===== config.mk =====
export PLATFORM = sky130hd
export DESIGN_NAME = info_frame_receiver_core
export DESIGN_NICKNAME = d
export VERILOG_FILES = /design/src/rtl/ifr_pkg.sv /design/src/rtl/ifr_parser.sv /design/src/rtl/ifr_result_fifo.sv /design/src/rtl/info_frame_receiver_core.sv
export VERILOG_INCLUDE_DIRS = /design/src /design/src/rtl
export SDC_FILE = /design/constraint.sdc
export NUM_CORES = 1
export LEC_CHECK = 0
export BUFFER_PORTS_ARGS = -buffer_cell sky130_fd_sc_hd__buf_2
export CAP_MARGIN = 20
export CORE_ASPECT_RATIO = 2
export CORE_UTILIZATION = 38
export DETAILED_ROUTE_END_ITERATION = 12
export GPL_ROUTABILITY_DRIVEN = 0
export PLACE_DENSITY = 0.52
export SLEW_MARGIN = 0
export SYNTH_ARGS = -nofsm -noshare
export SYNTH_HDL_FRONTEND = slang
export SYNTH_HIERARCHICAL = 1
export SYNTH_SLANG_ARGS = --single-unit

===== constraint.sdc =====
create_clock -name clk -period 9.1 [get_ports clk]
set_input_delay 0.455 -clock clk [delete_from_list [all_inputs] [get_ports clk]]
set_output_delay 0.455 -clock clk [all_outputs]
set_load 0.01 [all_outputs]

===== src/rtl/info_frame_receiver_core_defines.svh =====
// assertion macros shared by the receiver rtl files
// no dependencies; included inside module bodies that assert
`ifndef INFO_FRAME_RECEIVER_CORE_DEFINES_SVH
`define INFO_FRAME_RECEIVER_CORE_DEFINES_SVH
`ifndef SYNTHESIS
// same-cycle implication, checked on clk, off during reset
`define IFR_ASSERT_IMP(lbl, ante, cons) \
    lbl: assert property (@(posedge clk) disable iff (!rst_n) (ante) |-> (cons)) \
        else $error("receiver assertion failed");
// next-cycle implication, checked on clk, off during reset
`define IFR_ASSERT_NEXT(lbl, ante, cons) \
    lbl: assert property (@(posedge clk) disable iff (!rst_n) (ante) |=> (cons)) \
        else $error("receiver assertion failed");
`else
`define IFR_ASSERT_IMP(lbl, ante, cons)
`define IFR_ASSERT_NEXT(lbl, ante, cons)
`endif
`endif


===== src/rtl/ifr_pkg.sv =====
// types, byte codes and helpers of the info frame receiver
// no dependencies; used by ifr_parser, ifr_result_fifo and the top level
package ifr_pkg;

    // line codes
    localparam logic [7:0] FLAG_BYTE = 8'h7E;
    localparam logic [7:0] ESC_BYTE  = 8'h7D;
    localparam logic [7:0] CTRL_I0   = 8'h00;
    localparam logic [7:0] CTRL_I1   = 8'h40;
    localparam logic [7:0] CTRL_DISC = 8'h07;
    localparam logic [7:0] RR_BASE   = 8'h05;
    localparam logic [7:0] REJ_BASE  = 8'h01;
    localparam logic [7:0] ADDR_RESET = 8'h03;

    // frame parser states
    typedef enum logic [2:0] {
        PS_HUNT = 3'd0,
        PS_FLAG = 3'd1,
        PS_ADDR = 3'd2,
        PS_CTRL = 3'd3,
        PS_DATA = 3'd4,
        PS_ESC  = 3'd5
    } parse_state_t;

    // result kinds
    typedef enum logic [1:0] {
        KIND_PAYLOAD     = 2'd0,
        KIND_GOOD        = 2'd1,
        KIND_CHECK_ERROR = 2'd2,
        KIND_DISCONNECT  = 2'd3
    } kind_t;

    typedef struct packed {
        kind_t      kind;
        logic [7:0] data_byte;
        logic [7:0] reply_control;
        logic       last;
    } result_t;

    // up to two results from one byte
    typedef struct packed {
        logic [1:0] count;
        result_t    res0;
        result_t    res1;
    } step_t;

    function automatic result_t make_result(kind_t k, logic [7:0] d, logic [7:0] r);
        result_t res;
        res.kind          = k;
        res.data_byte     = d;
        res.reply_control = r;
        res.last          = 1'b0;
        return res;
    endfunction

endpackage


===== src/rtl/ifr_parser.sv =====
// frame parser: flag, address, control, header check, de-stuffing, bcc2
// depends on ifr_pkg; state advances once per byte on step_en
module ifr_parser (
    input  logic          clk,
    input  logic          rst_n,
    input  logic          step_en,
    input  logic [7:0]    rx_byte,
    input  logic [7:0]    rx_address,
    output ifr_pkg::step_t step_out
);
    import ifr_pkg::*;

    parse_state_t state_reg, state_next;
    logic [7:0]   control_byte_reg, control_byte_next;
    logic [7:0]   held_byte_reg, held_byte_next;
    logic         held_valid_reg, held_valid_next;
    logic [7:0]   check_reg, check_next;
    logic         rx_sequence_reg, rx_sequence_next;
    step_t        so;

    // next state and results for the current byte
    always_comb
    begin
        state_next        = state_reg;
        control_byte_next = control_byte_reg;
        held_byte_next    = held_byte_reg;
        held_valid_next   = held_valid_reg;
        check_next        = check_reg;
        rx_sequence_next  = rx_sequence_reg;
        so                = '0;
        case (state_reg)
            PS_FLAG:
            begin
                if (rx_byte == rx_address)
                    state_next = PS_ADDR;
                else if (rx_byte != FLAG_BYTE)
                    state_next = PS_HUNT;
            end
            PS_ADDR:
            begin
                if (rx_byte == CTRL_I0 || rx_byte == CTRL_I1)
                begin
                    control_byte_next = rx_byte;
                    state_next        = PS_CTRL;
                end
                else if (rx_byte == FLAG_BYTE)
                    state_next = PS_FLAG;
                else if (rx_byte == CTRL_DISC)
                begin
                    so.count   = 2'd1;
                    so.res0    = make_result(KIND_DISCONNECT, 8'h00, CTRL_DISC);
                    state_next = PS_HUNT;
                end
                else
                    state_next = PS_HUNT;
            end
            PS_CTRL:
            begin
                if (rx_byte == (rx_address ^ control_byte_reg))
                begin
                    state_next      = PS_DATA;
                    held_valid_next = 1'b0;
                    held_byte_next  = 8'h00;
                    check_next      = 8'h00;
                end
                else if (rx_byte == FLAG_BYTE)
                    state_next = PS_FLAG;
                else
                    state_next = PS_HUNT;
            end
            PS_DATA:
            begin
                if (rx_byte == ESC_BYTE)
                    state_next = PS_ESC;
                else if (rx_byte == FLAG_BYTE)
                begin
                    // closing flag: held byte is bcc2
                    so.count = 2'd1;
                    if (held_valid_reg && held_byte_reg == check_reg)
                    begin
                        so.res0 = make_result(KIND_GOOD, 8'h00,
                                              {rx_sequence_reg, RR_BASE[6:0]});
                        rx_sequence_next = !rx_sequence_reg;
                    end
                    else
                        so.res0 = make_result(KIND_CHECK_ERROR, 8'h00,
                                              {rx_sequence_reg, REJ_BASE[6:0]});
                    held_valid_next = 1'b0;
                    state_next      = PS_HUNT;
                end
                else
                begin
                    if (held_valid_reg)
                    begin
                        so.count   = 2'd1;
                        so.res0    = make_result(KIND_PAYLOAD, held_byte_reg, 8'h00);
                        check_next = check_reg ^ held_byte_reg;
                    end
                    held_byte_next  = rx_byte;
                    held_valid_next = 1'b1;
                end
            end
            PS_ESC:
            begin
                state_next = PS_DATA;
                if (rx_byte == ESC_BYTE || rx_byte == FLAG_BYTE)
                begin
                    if (held_valid_reg)
                    begin
                        so.count   = 2'd1;
                        so.res0    = make_result(KIND_PAYLOAD, held_byte_reg, 8'h00);
                        check_next = check_reg ^ held_byte_reg;
                    end
                end
                else
                begin
                    // escape before an ordinary byte: both bytes are payload
                    if (held_valid_reg)
                    begin
                        so.count   = 2'd2;
                        so.res0    = make_result(KIND_PAYLOAD, held_byte_reg, 8'h00);
                        so.res1    = make_result(KIND_PAYLOAD, ESC_BYTE, 8'h00);
                        check_next = check_reg ^ held_byte_reg ^ ESC_BYTE;
                    end
                    else
                    begin
                        so.count   = 2'd1;
                        so.res0    = make_result(KIND_PAYLOAD, ESC_BYTE, 8'h00);
                        check_next = check_reg ^ ESC_BYTE;
                    end
                end
                held_byte_next  = rx_byte;
                held_valid_next = 1'b1;
            end
            default:
            begin
                if (rx_byte == FLAG_BYTE)
                    state_next = PS_FLAG;
                else
                    state_next = PS_HUNT;
            end
        endcase
        // mark the final result of this byte
        if (so.count == 2'd1)
            so.res0.last = 1'b1;
        if (so.count == 2'd2)
            so.res1.last = 1'b1;
    end

    assign step_out = so;

    // parser state registers
    always_ff @(posedge clk or negedge rst_n)
    begin
        if (!rst_n)
        begin
            state_reg        <= PS_HUNT;
            control_byte_reg <= 8'h00;
            held_byte_reg    <= 8'h00;
            held_valid_reg   <= 1'b0;
            check_reg        <= 8'h00;
            rx_sequence_reg  <= 1'b1;
        end
        else if (step_en)
        begin
            state_reg        <= state_next;
            control_byte_reg <= control_byte_next;
            held_byte_reg    <= held_byte_next;
            held_valid_reg   <= held_valid_next;
            check_reg        <= check_next;
            rx_sequence_reg  <= rx_sequence_next;
        end
    end

endmodule


===== src/rtl/ifr_result_fifo.sv =====
// result queue: up to two items written per cycle, one read per cycle
// depends on ifr_pkg and the shared assertion macros
module ifr_result_fifo #(
    parameter int DEPTH = 4
) (
    input  logic             clk,
    input  logic             rst_n,
    input  logic [1:0]       push_cnt,
    input  ifr_pkg::result_t push_res0,
    input  ifr_pkg::result_t push_res1,
    output logic             room,
    output logic             out_valid,
    input  logic             out_ready,
    output ifr_pkg::result_t out_res
);
    import ifr_pkg::*;
    `include "info_frame_receiver_core_defines.svh"

    localparam int PTR_W = (DEPTH > 1) ? $clog2(DEPTH) : 1;
    localparam int CNT_W = $clog2(DEPTH + 1);

    result_t          mem [DEPTH];
    logic [PTR_W-1:0] wr_ptr_reg, wr_ptr_next, wr_ptr_p1;
    logic [PTR_W-1:0] rd_ptr_reg, rd_ptr_next;
    logic [CNT_W-1:0] count_reg, count_next;
    logic             pop;

    function automatic logic [PTR_W-1:0] ptr_inc(logic [PTR_W-1:0] p);
        return (p == PTR_W'(DEPTH - 1)) ? '0 : p + 1'b1;
    endfunction

    // pointer and fill bookkeeping
    always_comb
    begin
        pop         = (count_reg != '0) && out_ready;
        wr_ptr_p1   = ptr_inc(wr_ptr_reg);
        wr_ptr_next = wr_ptr_reg;
        if (push_cnt == 2'd1)
            wr_ptr_next = wr_ptr_p1;
        else if (push_cnt == 2'd2)
            wr_ptr_next = ptr_inc(wr_ptr_p1);
        rd_ptr_next = pop ? ptr_inc(rd_ptr_reg) : rd_ptr_reg;
        count_next  = count_reg + CNT_W'(push_cnt) - CNT_W'(pop);
    end

    assign room      = count_reg <= CNT_W'(DEPTH - 2);
    assign out_valid = count_reg != '0;

    // storage write and head read
    always_ff @(posedge clk)
    begin
        if (push_cnt != 2'd0)
            mem[wr_ptr_reg] <= push_res0;
        if (push_cnt == 2'd2)
            mem[wr_ptr_p1] <= push_res1;
    end

    assign out_res = mem[rd_ptr_reg];

    always_ff @(posedge clk or negedge rst_n)
    begin
        if (!rst_n)
        begin
            wr_ptr_reg <= '0;
            rd_ptr_reg <= '0;
            count_reg  <= '0;
        end
        else
        begin
            wr_ptr_reg <= wr_ptr_next;
            rd_ptr_reg <= rd_ptr_next;
            count_reg  <= count_next;
        end
    end

    // checks
    `IFR_ASSERT_IMP(a_no_overflow, 1'b1, count_reg <= CNT_W'(DEPTH))
    `IFR_ASSERT_NEXT(a_push_nonempty, push_cnt != 2'd0, count_reg != '0)
    `IFR_ASSERT_NEXT(a_pop_only, pop && push_cnt == 2'd0, count_reg == $past(count_reg) - 1'b1)

endmodule


===== src/rtl/info_frame_receiver_core.sv =====
// top level of the info frame receiver: input stage, parser, result queue
// depends on ifr_pkg, ifr_parser, ifr_result_fifo and the assertion macros
//
// usage
//   rx_byte items enter on in_valid/in_ready, one received line byte each.
//   results leave on out_valid/out_ready: kind, data_byte, reply_control and
//   last, where last marks the final result caused by one input byte.
//   a byte gives zero, one or two results; a payload byte leaves one byte
//   late, so the byte before the closing flag is kept back as bcc2.
//   rx_address is written on cfg_valid/cfg_ready (always ready); the user must
//   write it only while idle, the block itself does not enforce this.
//   an accepted byte is held in the input register and parsed once the result
//   queue has room for two results; its results are written into the queue
//   and offered from there on out_valid/out_ready.
//   throughput: one byte per cycle while the queue has room; the output side
//   moves one result per cycle while out_ready is high. the parser step is
//   combinational logic between the input register and the queue.
//   reset: parser hunts for a flag, receive sequence bit is one, rx_address
//   is 0x03, queue is empty.
//   a stalled receiver fills the queue and then drops in_ready; no result is
//   lost.
module info_frame_receiver_core #(
    parameter int FIFO_DEPTH = 4
) (
    input  logic       clk,
    input  logic       rst_n,
    input  logic       in_valid,
    output logic       in_ready,
    input  logic [7:0] rx_byte,
    output logic       out_valid,
    input  logic       out_ready,
    output logic [1:0] kind,
    output logic [7:0] data_byte,
    output logic [7:0] reply_control,
    output logic       last,
    input  logic       cfg_valid,
    output logic       cfg_ready,
    input  logic [7:0] cfg_data
);
    import ifr_pkg::*;
    `include "info_frame_receiver_core_defines.svh"

    logic [7:0] rx_address_reg;
    logic [7:0] byte_reg;
    logic       byte_valid_reg, byte_valid_next;
    logic       fifo_room;
    logic       stage_fire;
    step_t      step_out;
    logic [1:0] push_cnt;
    result_t    out_res;

    // configuration register
    assign cfg_ready = 1'b1;

    always_ff @(posedge clk or negedge rst_n)
    begin
        if (!rst_n)
            rx_address_reg <= ADDR_RESET;
        else if (cfg_valid)
            rx_address_reg <= cfg_data;
    end

    // input stage handshake
    assign stage_fire      = byte_valid_reg && fifo_room;
    assign in_ready        = !byte_valid_reg || stage_fire;
    assign byte_valid_next = (in_valid && in_ready) || (byte_valid_reg && !stage_fire);

    always_ff @(posedge clk or negedge rst_n)
    begin
        if (!rst_n)
            byte_valid_reg <= 1'b0;
        else
            byte_valid_reg <= byte_valid_next;
    end

    always_ff @(posedge clk)
    begin
        if (in_valid && in_ready)
            byte_reg <= rx_byte;
    end

    // frame parser
    ifr_parser u_parser (
        .clk        (clk),
        .rst_n      (rst_n),
        .step_en    (stage_fire),
        .rx_byte    (byte_reg),
        .rx_address (rx_address_reg),
        .step_out   (step_out)
    );

    assign push_cnt = stage_fire ? step_out.count : 2'd0;

    // result queue
    ifr_result_fifo #(
        .DEPTH (FIFO_DEPTH)
    ) u_fifo (
        .clk       (clk),
        .rst_n     (rst_n),
        .push_cnt  (push_cnt),
        .push_res0 (step_out.res0),
        .push_res1 (step_out.res1),
        .room      (fifo_room),
        .out_valid (out_valid),
        .out_ready (out_ready),
        .out_res   (out_res)
    );

    assign kind          = out_res.kind;
    assign data_byte     = out_res.data_byte;
    assign reply_control = out_res.reply_control;
    assign last          = out_res.last;

    // checks
    `IFR_ASSERT_IMP(a_report_last, out_valid && kind != KIND_PAYLOAD, last == 1'b1)
    `IFR_ASSERT_IMP(a_payload_no_reply, out_valid && kind == KIND_PAYLOAD, reply_control == 8'h00)
    `IFR_ASSERT_NEXT(a_stage_hold, byte_valid_reg && !stage_fire, byte_valid_reg)

endmodule

Word-level counts from Yosys, hierarchy flattened --
Memory sizes are Yosys's and may differ from the RTL's. Cells that the tools add are included.
Operators by class: $add $sub $neg 5, multiply operators 0, divide/modulo/power cells 0, $lt $le $gt $ge 1, equality and inequality tests 26, shifts and indexed selects 0, mux-type cells 47, bitwise gates (word level) 5, reductions and logical operators 23
Operator list (number):
- $mux 21 | 6
- $mux 8 | 8
- $pmux 21 s3 | 1
- $mux 19 | 3
- $pmux 8 s3 | 2
- $mux 20 | 2
- $eq 8x7->1 const B | 3
- $eq 8x8->1 | 3
- $mux 3 | 6
- $mux 16 | 1
- $xor 8x8->8 | 2
- $pmux 3 s5 | 1
- $mux 2 | 6
- $not 6->6 | 2
- $eq 2x2->1 const B | 5
- $mux 1 | 10
- $reduce_and 5->1 | 2
- $ne 3x1->1 const B | 3
- $eq 8x3->1 const B | 1
- $logic_not 8->1 | 1
- $ne 8x7->1 const B | 1
- $add 2x1->2 const B | 3
- $eq 3x2->1 const B | 2
- $eq 3x3->1 const B | 2
- 17 further kinds | 31
Storage, ports and cells: register bits 53, bits in latches 0, bits in writable memories 76, bits in read-only memories 0, input bits 21, output and inout bits 22, memories kept 1
Memories:
- u_fifo.mem | depth 4, width 19, read ports 1, clocked after Yosys merged registers in 0, wr ports 2, RTL line ifr_result_fifo.sv:22 | result_t mem [DEPTH];

Longest topological paths before layout --
Gate-level depths: netlist of the first run.
depth after elaboration 10, mapped depth 13, gate-level depth less buffers 10

Cells and area by module --
Netlist of the first run, hierarchy kept.
Modules (own cells, without submodules):
- ifr_result_fifo | instances 1, cells an instance 242, area an instance 4211.5 µm²
- ifr_parser | instances 1, cells an instance 257, area an instance 2333.5 µm²
- info_frame_receiver_core | instances 1, cells an instance 34, area an instance 648.1 µm²

Least setup slack after synthesis of the first run --
No wires, ideal clock.
kind register to register, start point register byte_reg[3], end point memory u_fifo/mem[0][0] (netlist name) (enable), library setup time 0.421 ns, arrival time 3.438 ns, data required time 8.679 ns, path slack 5.240 ns, cell stages (with the launch flop) 8, buffers on the path 0, period minus slack after synthesis 3.860 ns, path through edfxtp_1 -> or4_1 -> or3_1 -> o21ai_0 -> and3_1 -> inv_1 -> ha_1 -> o21ai_0
RTL lines:
- from (decl) | RTL line info_frame_receiver_core.sv:44 | logic [7:0] byte_reg;
- from (signal assigned) | RTL line info_frame_receiver_core.sv:79 | byte_reg <= rx_byte;
- to (decl) | RTL line ifr_result_fifo.sv:22

==> key figures, run 1 <==
Logic synthesis
  – Post-synthesis sequential area ratio: 50.8%
  – Number of synthesized flops with an enable pin: 84
  – Synth cell count leaders: 84 x edfxtp_1, 79 x mux2_2, 42 x dfrtp_1, 42 x nand2_1, 26 x xnor2_1
  – Async SR Flop Fraction: 34.9%
  – Yosys top cell area share: 35.1%
  – Synth top area cells: edfxtp_1 35%, dfrtp_1 15%, mux2_2 12%, mux4_2 5.9%, xnor2_1 3.2%
  – Avg Synthesized Cell Area: 13.5 um2
  – Post-Syn Area: 7190 um2
  – Synth unique cells: just over 60
  – Most instantiated library cell after synthesis: edfxtp_1
  – Main flop type after synthesis: edfxtp_1
  – Post-synth top area cell: edfxtp_1
  – Yosys warns: 6
  – Post-Synthesis Cells: 533
  – #FFs+latches synth: 129

Power and ir drop
  – Clock power share: 39.4%
  – Pwr Total: 1.72 mW
  – Pwr dens: 212 nW/um2
  – NetSw: between 400 and 500 uW
  – Logic pwr share: about a fifth
  – Int Pwr: 1.25 mW
  – Register share of total power: 41.3%
  – Leakage: 3.28 nW
  – Switching share of power: 27.2%
  – Max VDD drop: 110 uV

STA
  – F_max: 240 MHz
  – Final TNS setup: 0 ps
  – Final Setup Violations: 0
  – Slew Limit Fails: 0
  – Layout Skew: 7.90 ps
  – Slew @ Worst Pin: 1040 ps
  – Setup slack after layout: 4940 ps
  – Rel. slew slack: 30.6%
  – Hold Violations, Final: 0
  – Crit share post-route: 45.7%
  – RSZ-0062 raised after global routing: false
  – WHS: 212 ps
  – Fin crit period: ~4200 ps

CTS
  – Post-CTS Setup Bufs: 0
  – Post-CTS resize count: 0
  – CTS tree: yes
  – CTS root buffer: clkbuf_16
  – Num CTS Buffers: 17
  – CTS Buffer Depth: 2
  – Hold_buf cts: 0
  – CTS sink cnt: ~130
  – Worst skew pair latency: 410 ps
  – H-tree levels: 4
  – Clock slew at reported path FFs: around 60 ps

GRT
  – Initial antenna violation count: 0
  – GR Util All Layers: 16.9%
  – Grt ovf: 0
  – Largest net degree at the start of global routing: 46
  – Met1 usage: 15.6%
  – Global-route wire length before repair: 24,200 um
  – Most Used Layer, Global Route: met2
  – Grt met3 use: 2.52%
  – Met2 global-route usage: 34.7%
  – Vias in the first global route: about 4,500

Critical path
  – Worst reg2reg path endpoint: u_fifo/mem[2][12]
  – FF-to-FF path depth: 11
  – CP Cell Sequence: or2b_1, nor3_1, maj3_1, a221oi_1, o21ai_0, and3_1, inv_1, ha_1, nand2_1, o21ai_2, buf_8
  – Element type at the critical path end: register
  – Reg-to-reg startpoint: byte_reg[6]
  – Worst-path fanout max: 20
  – Reg2reg setup slack: 4940 ps
  – Critical Path Source Type: register
  – Worst Path Required: around 9200 ps
  – CP max stage cell: nand2_1
  – Critical path arrival: 4270 ps
  – WS Path Type: register to register
  – Max stage delay on crit path: 570 ps

Min path
  – Hold depth: 1
  – Hold Path Class: input port to register
  – Hold EP: byte_reg[6]
  – Hold_sp: rx_byte[6]

Cells and area
  – Fin area: 8090 um2
  – Largest register FFs: 76
  – Layout fillers: 1,704
  – Fraction of layout instances using a drive strength above 1: 34.3%
  – Reg with most FFs: u_fifo/mem
  – Fin nets: 600
  – Antenna cell count: 0
  – Layout Utilization: 44.0%
  – Syn-to-layout area delta: 12.4%
  – Final std cells w/o fill: 793

Floorplan
  – IO Count: 43
  – Initial Util: 39.1%
  – Core area: 18,400 um2
  – Die ar.: 19,500 um2
  – Die X: 99.3 um
  – # rows: 70
  – Die Ht: 197 um

Drt
  – Pre-antenna DRT Iters: 4
  – Routed vias: 4,197
  – Final ANT Viol Nets: 0
  – Via-to-Cell Ratio: 5.29
  – Iteration-0 DRC Markers: 137
  – Drt total wl: 15,300 um
  – DR DRC count: 0
  – Drt wl/cell: ~19 um

Placed design
  – # placed instances: around 760
  – DP Area: 7450 um2
  – DP Wirelength: 11,100 um
  – Pre-CTS setup slack: 4890 ps
  – PortBufs: 41

Job
  – Max_cap viols: 0

Run status
  – Status: complete, no violations
## cells by family after synthesis
family,count (synthesis),share of synthesized area [%]
flops,129,50.8
mux,107,20.1
simple gates,106,7.98
buf+inv,77,6.21
compound gates,62,6.26
xor+xnor,34,5.67
fa+ha+maj,16,2.85
other cells,2,0.104
## layer usage
metal	share of wire (%)	wire length (um)	vias up
met3	2.1	327	18
met1	35	5390	2112
met2	61	9310	76
met4	2.0	312	0
met5	0	0	-
li1	-	-	1991
## cells in the final DEF (no fill, tap or decap), types with 4 or more instances in the layout
cell | netlist | final
ha_1 | 14 | 14
o21ai_0 | 9 | 5
clkbuf_16 | 0 | 18
inv_1 | 25 | 25
edfxtp_1 | 84 | 84
nand2b_1 | 4 | 4
and2_1 | 12 | 12
nor3_1 | 5 | 5
o22ai_1 | 6 | 6
or3_1 | 4 | 4
nor2_1 | 9 | 9
o21ai_2 | 0 | 4
a21oi_1 | 13 | 13
mux4_2 | 19 | 19
xnor3_1 | 8 | 8
o31ai_1 | 4 | 4
and3_1 | 4 | 4
xnor2_1 | 26 | 26
nand2_1 | 42 | 42
a22o_1 | 8 | 8
mux2_2 | 79 | 79
buf_2 | 12 | 41
dfrtp_1 | 42 | 42
mux2_4 | 8 | 8
nand3_1 | 4 | 4
conb_1 | 2 | 17
## worst max-delay path: cells and delay by family (launching register included)
family,cells,cell delay (ps)
AND/OR/NAND/NOR,4,1350
AO/OA/AOI/OAI,3,1090
adder cells (fa/ha/maj),2,580
flip-flops,1,490
buffers and inverters,2,330
## worst max path at each step
stage | cells after the start | start | endpoint
after floorplan | 7 | byte_reg[3] | u_fifo/mem[0][0]
after global placement | 7 | u_parser/state_reg[2] | u_fifo/mem[3][10]
after detailed placement | 10 | byte_reg[6] | u_fifo/mem[0][12]
after CTS | 10 | byte_reg[6] | u_fifo/mem[0][12]
after global routing | 11 | byte_reg[6] | u_fifo/mem[1][11]
final | 11 | byte_reg[6] | u_fifo/mem[2][12]
## power by group through the flow
stage          registers [mW]  logic [mW]  clock network [mW]
6_report                0.708       0.332               0.675
5_1_grt                 0.715       0.367               0.715
4_1_cts                 0.711       0.338               0.692
3_5_place_dp            0.723       0.338                   0
3_3_place_gp            0.720       0.335                   0
2_1_floorplan           0.685       0.279                   0
## layout make-up
type	count	area, um2	area share (%)
Sequential cell	129	3650	45.2
Inverter	25	93.8	1.16
Clock inverter	12	133	1.64
Timing Repair Buffer	49	315	3.90
Tap cell	216	270	3.34
Clock buffer	20	458	5.66
Multi-Input combinational cell	342	3170	39.1
(Power assumes the default switching activity.)
==> run 2, diff against run 1 <==
==> constraint.sdc (replaced) <==
create_clock -name clk -period 4.11 [get_ports clk]
set_input_delay 0.2055 -clock clk [delete_from_list [all_inputs] [get_ports clk]]
set_output_delay 0.2055 -clock clk [all_outputs]
set_load 0.01 [all_outputs]
==> run 2 against run 1 <==
Setup slack got worse by 4400 ps. Wire length rose by 0.53%. Worst hold slack got worse by 190 ps. Die area is the same. Largest power group unchanged. Core utilization increased by 0.93 points. Largest cell class unchanged. Critical endpoint is now u_fifo/mem[0][12]. Non-clock buffer count rose by 20.
==> key figures, run 2 (same netlist as run 1, synthesis figures left out) <==
Cells and area
  – Commonest non-fill, non-tap cell in the layout: edfxtp_1
  – Fraction of layout instances using a drive strength above 1: 34.2% (-0.14 points)
  – Largest register FFs: 76 (unchanged)
  – Antenna cell count: 0 (unchanged)
  – Layout Utilization: 44.9% (+0.93 points)
  – Syn-to-layout area delta: 14.8%
  – Commonest cells after routing, fill and taps aside: 84 x edfxtp_1, 79 x mux2_2, 42 x dfrtp_1, 42 x nand2_1, 41 x buf_2
  – Fin nets: 620 (+3.3%)
  – Final std cells w/o fill: 813 (+2.5%)
  – Reg with most FFs: u_fifo/mem

Critical path
  – Critical Path Source: byte_reg[3]
  – FF-to-FF path depth: 9 (-2)
  – Element type at the critical path end: register
  – Reg-to-reg startpoint: byte_reg[3]
  – Critical path arrival: 3700 ps (-570 ps)
  – Worst Path Required: 4280 ps (-4940 ps)
  – WS Path Type: register to register
  – Reg2reg setup slack: 570 ps (-4370 ps)
  – Worst reg2reg path endpoint: u_fifo/mem[0][12]
  – Worst-path fanout max: 13 (-35%)
  – Critical Path Source Type: register

Min path
  – Hold_sp: cfg_data[0]
  – Hold depth: 2 (+1)
  – Hold EP: rx_address_reg[0]
  – Hold Path Class: input port to register

GRT
  – Largest net degree at the start of global routing: 46 (unchanged)
  – Grt ovf: 0 (unchanged)
  – Vias in the first global route: 4,656 (+3.9%)
  – Global-route wire length before repair: 25,000 um (+3.3%)
  – Initial antenna violation count: 0 (unchanged)
  – GR Util All Layers: 17.3% (+0.43 points)

Drt
  – Metal2 WL: 9320 um (about the same)
  – Pre-antenna DRT Iters: 4 (unchanged)
  – Routed vias: 4,237 (+0.95%)
  – Met3 WL: 289 um (-12%)
  – Via-to-Cell Ratio: 5.21 (-1.5%)
  – Drt wl/cell: 19.0 um (-1.9%)
  – Drt total wl: 15,400 um (+0.53%)
  – Final ANT Viol Nets: 0 (unchanged)
  – Top layer reached by signal wires: met4
  – DR DRC count: 0 (unchanged)
  – Met1 WL: 5500 um (+2.0%)
  – Iteration-0 DRC Markers: 125 (-8.8%)

CTS
  – Num CTS Buffers: 17 (unchanged)
  – CTS Buffer Depth: 2 (unchanged)
  – Clock slew at reported path FFs: 60 ps (about the same)
  – Post-CTS resize count: 0 (unchanged)
  – H-tree levels: 4 (unchanged)
  – Worst skew pair latency: 420 ps (about the same)
  – CTS tree: yes
  – CTS root buffer: clkbuf_16
  – CTS sink cnt: 129 (unchanged)

STA
  – Hold Violations, Final: 0 (unchanged)
  – Fin crit period: 3540 ps (-618 ps)
  – RSZ-0062 raised after global routing: false
  – Rel. slew slack: 30.3% (-0.34 points)
  – Crit share post-route: 86.1% (+40 points)
  – Final Setup Violations: 0 (unchanged)
  – Final TNS setup: 0 ps (unchanged)
  – F_max: 283 MHz (+17%)
  – Slew @ Worst Pin: 1050 ps (+7.67 ps)
  – Slew Limit Fails: 0 (unchanged)
  – WHS: 20.9 ps (-191 ps)
  – Layout Skew: 13.8 ps (+5.87 ps)

Floorplan
  – Initial Util: 39.1% (unchanged)
  – Die X: 99.3 um (unchanged)
  – Core area: 18,400 um2 (unchanged)
  – # rows: 70 (unchanged)
  – Die Ht: 197 um (unchanged)
  – IO Count: 43 (unchanged)
  – Die ar.: 19,500 um2 (unchanged)

Placed design
  – # placed instances: 767 (+1.2%)
  – DP Wirelength: 10,900 um (-1.1%)
  – PortBufs: 41 (unchanged)

Power and ir drop
  – Clock power share: 39.4% (about the same)
  – Register share of total power: 40.5% (-0.8 points)
  – Switching share of power: 27.2% (+0.044 points)
  – Leakage: 3.36 nW (+2.6%)
  – Max VDD drop: 249 uV (+130%)
  – Int Pwr: 2.79 mW (+120%)
  – Pwr Total: 3.84 mW (+120%)
  – Logic pwr share: 20.1% (+0.8 points)
  – NetSw: 1.05 mW (+120%)
  – Pwr dens: 465 nW/um2 (+120%)

Job
  – Max_cap viols: 0 (unchanged)

Run status
  – Status: complete, no violations
run 2: layout make-up:
| class | count | area, um2 |
|---|---|---|
| Timing Repair Buffer | 69 | 470 |
| Sequential cell | 129 | 3650 |
| Clock inverter | 9 | 93.8 |
| Inverter | 25 | 93.8 |
| Clock buffer | 23 | 512 |
| Tap cell | 216 | 270 |
| Multi-Input combinational cell | 342 | 3170 |
| Fill cell | 1692 | 10100 |
run 2: how the worst max path moves through the flow:
stage | end | slack (ps) | cells after the start
finish | u_fifo/mem[0][12] | 570 | 9
global placement | u_fifo/mem[0][16] | 430 | 7
detailed placement | u_fifo/mem[1][12] | 500 | 7
floorplan | u_fifo/mem[3][0] | 250 | 7
global route | u_fifo/mem[2][10] | 360 | 11
CTS | u_fifo/mem[1][14] | 490 | 7
run 2: metal layers:
metal  global-route usage (%)  vias up
met4                     7.52        0
met5                        0        -
met1                     16.4     2105
met2                     34.9       76
li1                         -     2033
met3                     3.12       23
run 2: power by group through the flow:
stage / logic [mW] / clock network, mW / registers (mW)
2_1_floorplan: 0.618 / 0 / 1.52
4_1_cts: 0.793 / 1.55 / 1.56
3_3_place_gp: 0.775 / 0 / 1.58
6_report: 0.774 / 1.51 / 1.55
5_1_grt: 0.856 / 1.60 / 1.57
3_5_place_dp: 0.783 / 0 / 1.59
run 2: per-stage QoR:
| step | worst slack [ps] | cell area (um2) |
|---|---|---|
| 2_1_floorplan | 250 | 7250 |
| 3_3_place_gp | 434 | 7480 |
| 3_5_place_dp | 505 | 7510 |
| 4_1_cts | 494 | 8260 |
| 5_1_grt | 365 | 8260 |
| 6_report | 570 | 8260 |
run 2: timing repair:
action                    4_1_cts  5_1_grt
setup buffers                   0        0
hold endpoints to repair       55        0
hold buffers                   14        0
run 2: worst max-delay path, cell delays in order (launching register included):
cell and delay (ps):
edfxtp_1 480, or4_1 640, or3_1 490, o21ai_0 120
and3_1 230, inv_1 70, ha_1 240, nand2_1 330
buf_4 310, mux2_2 360
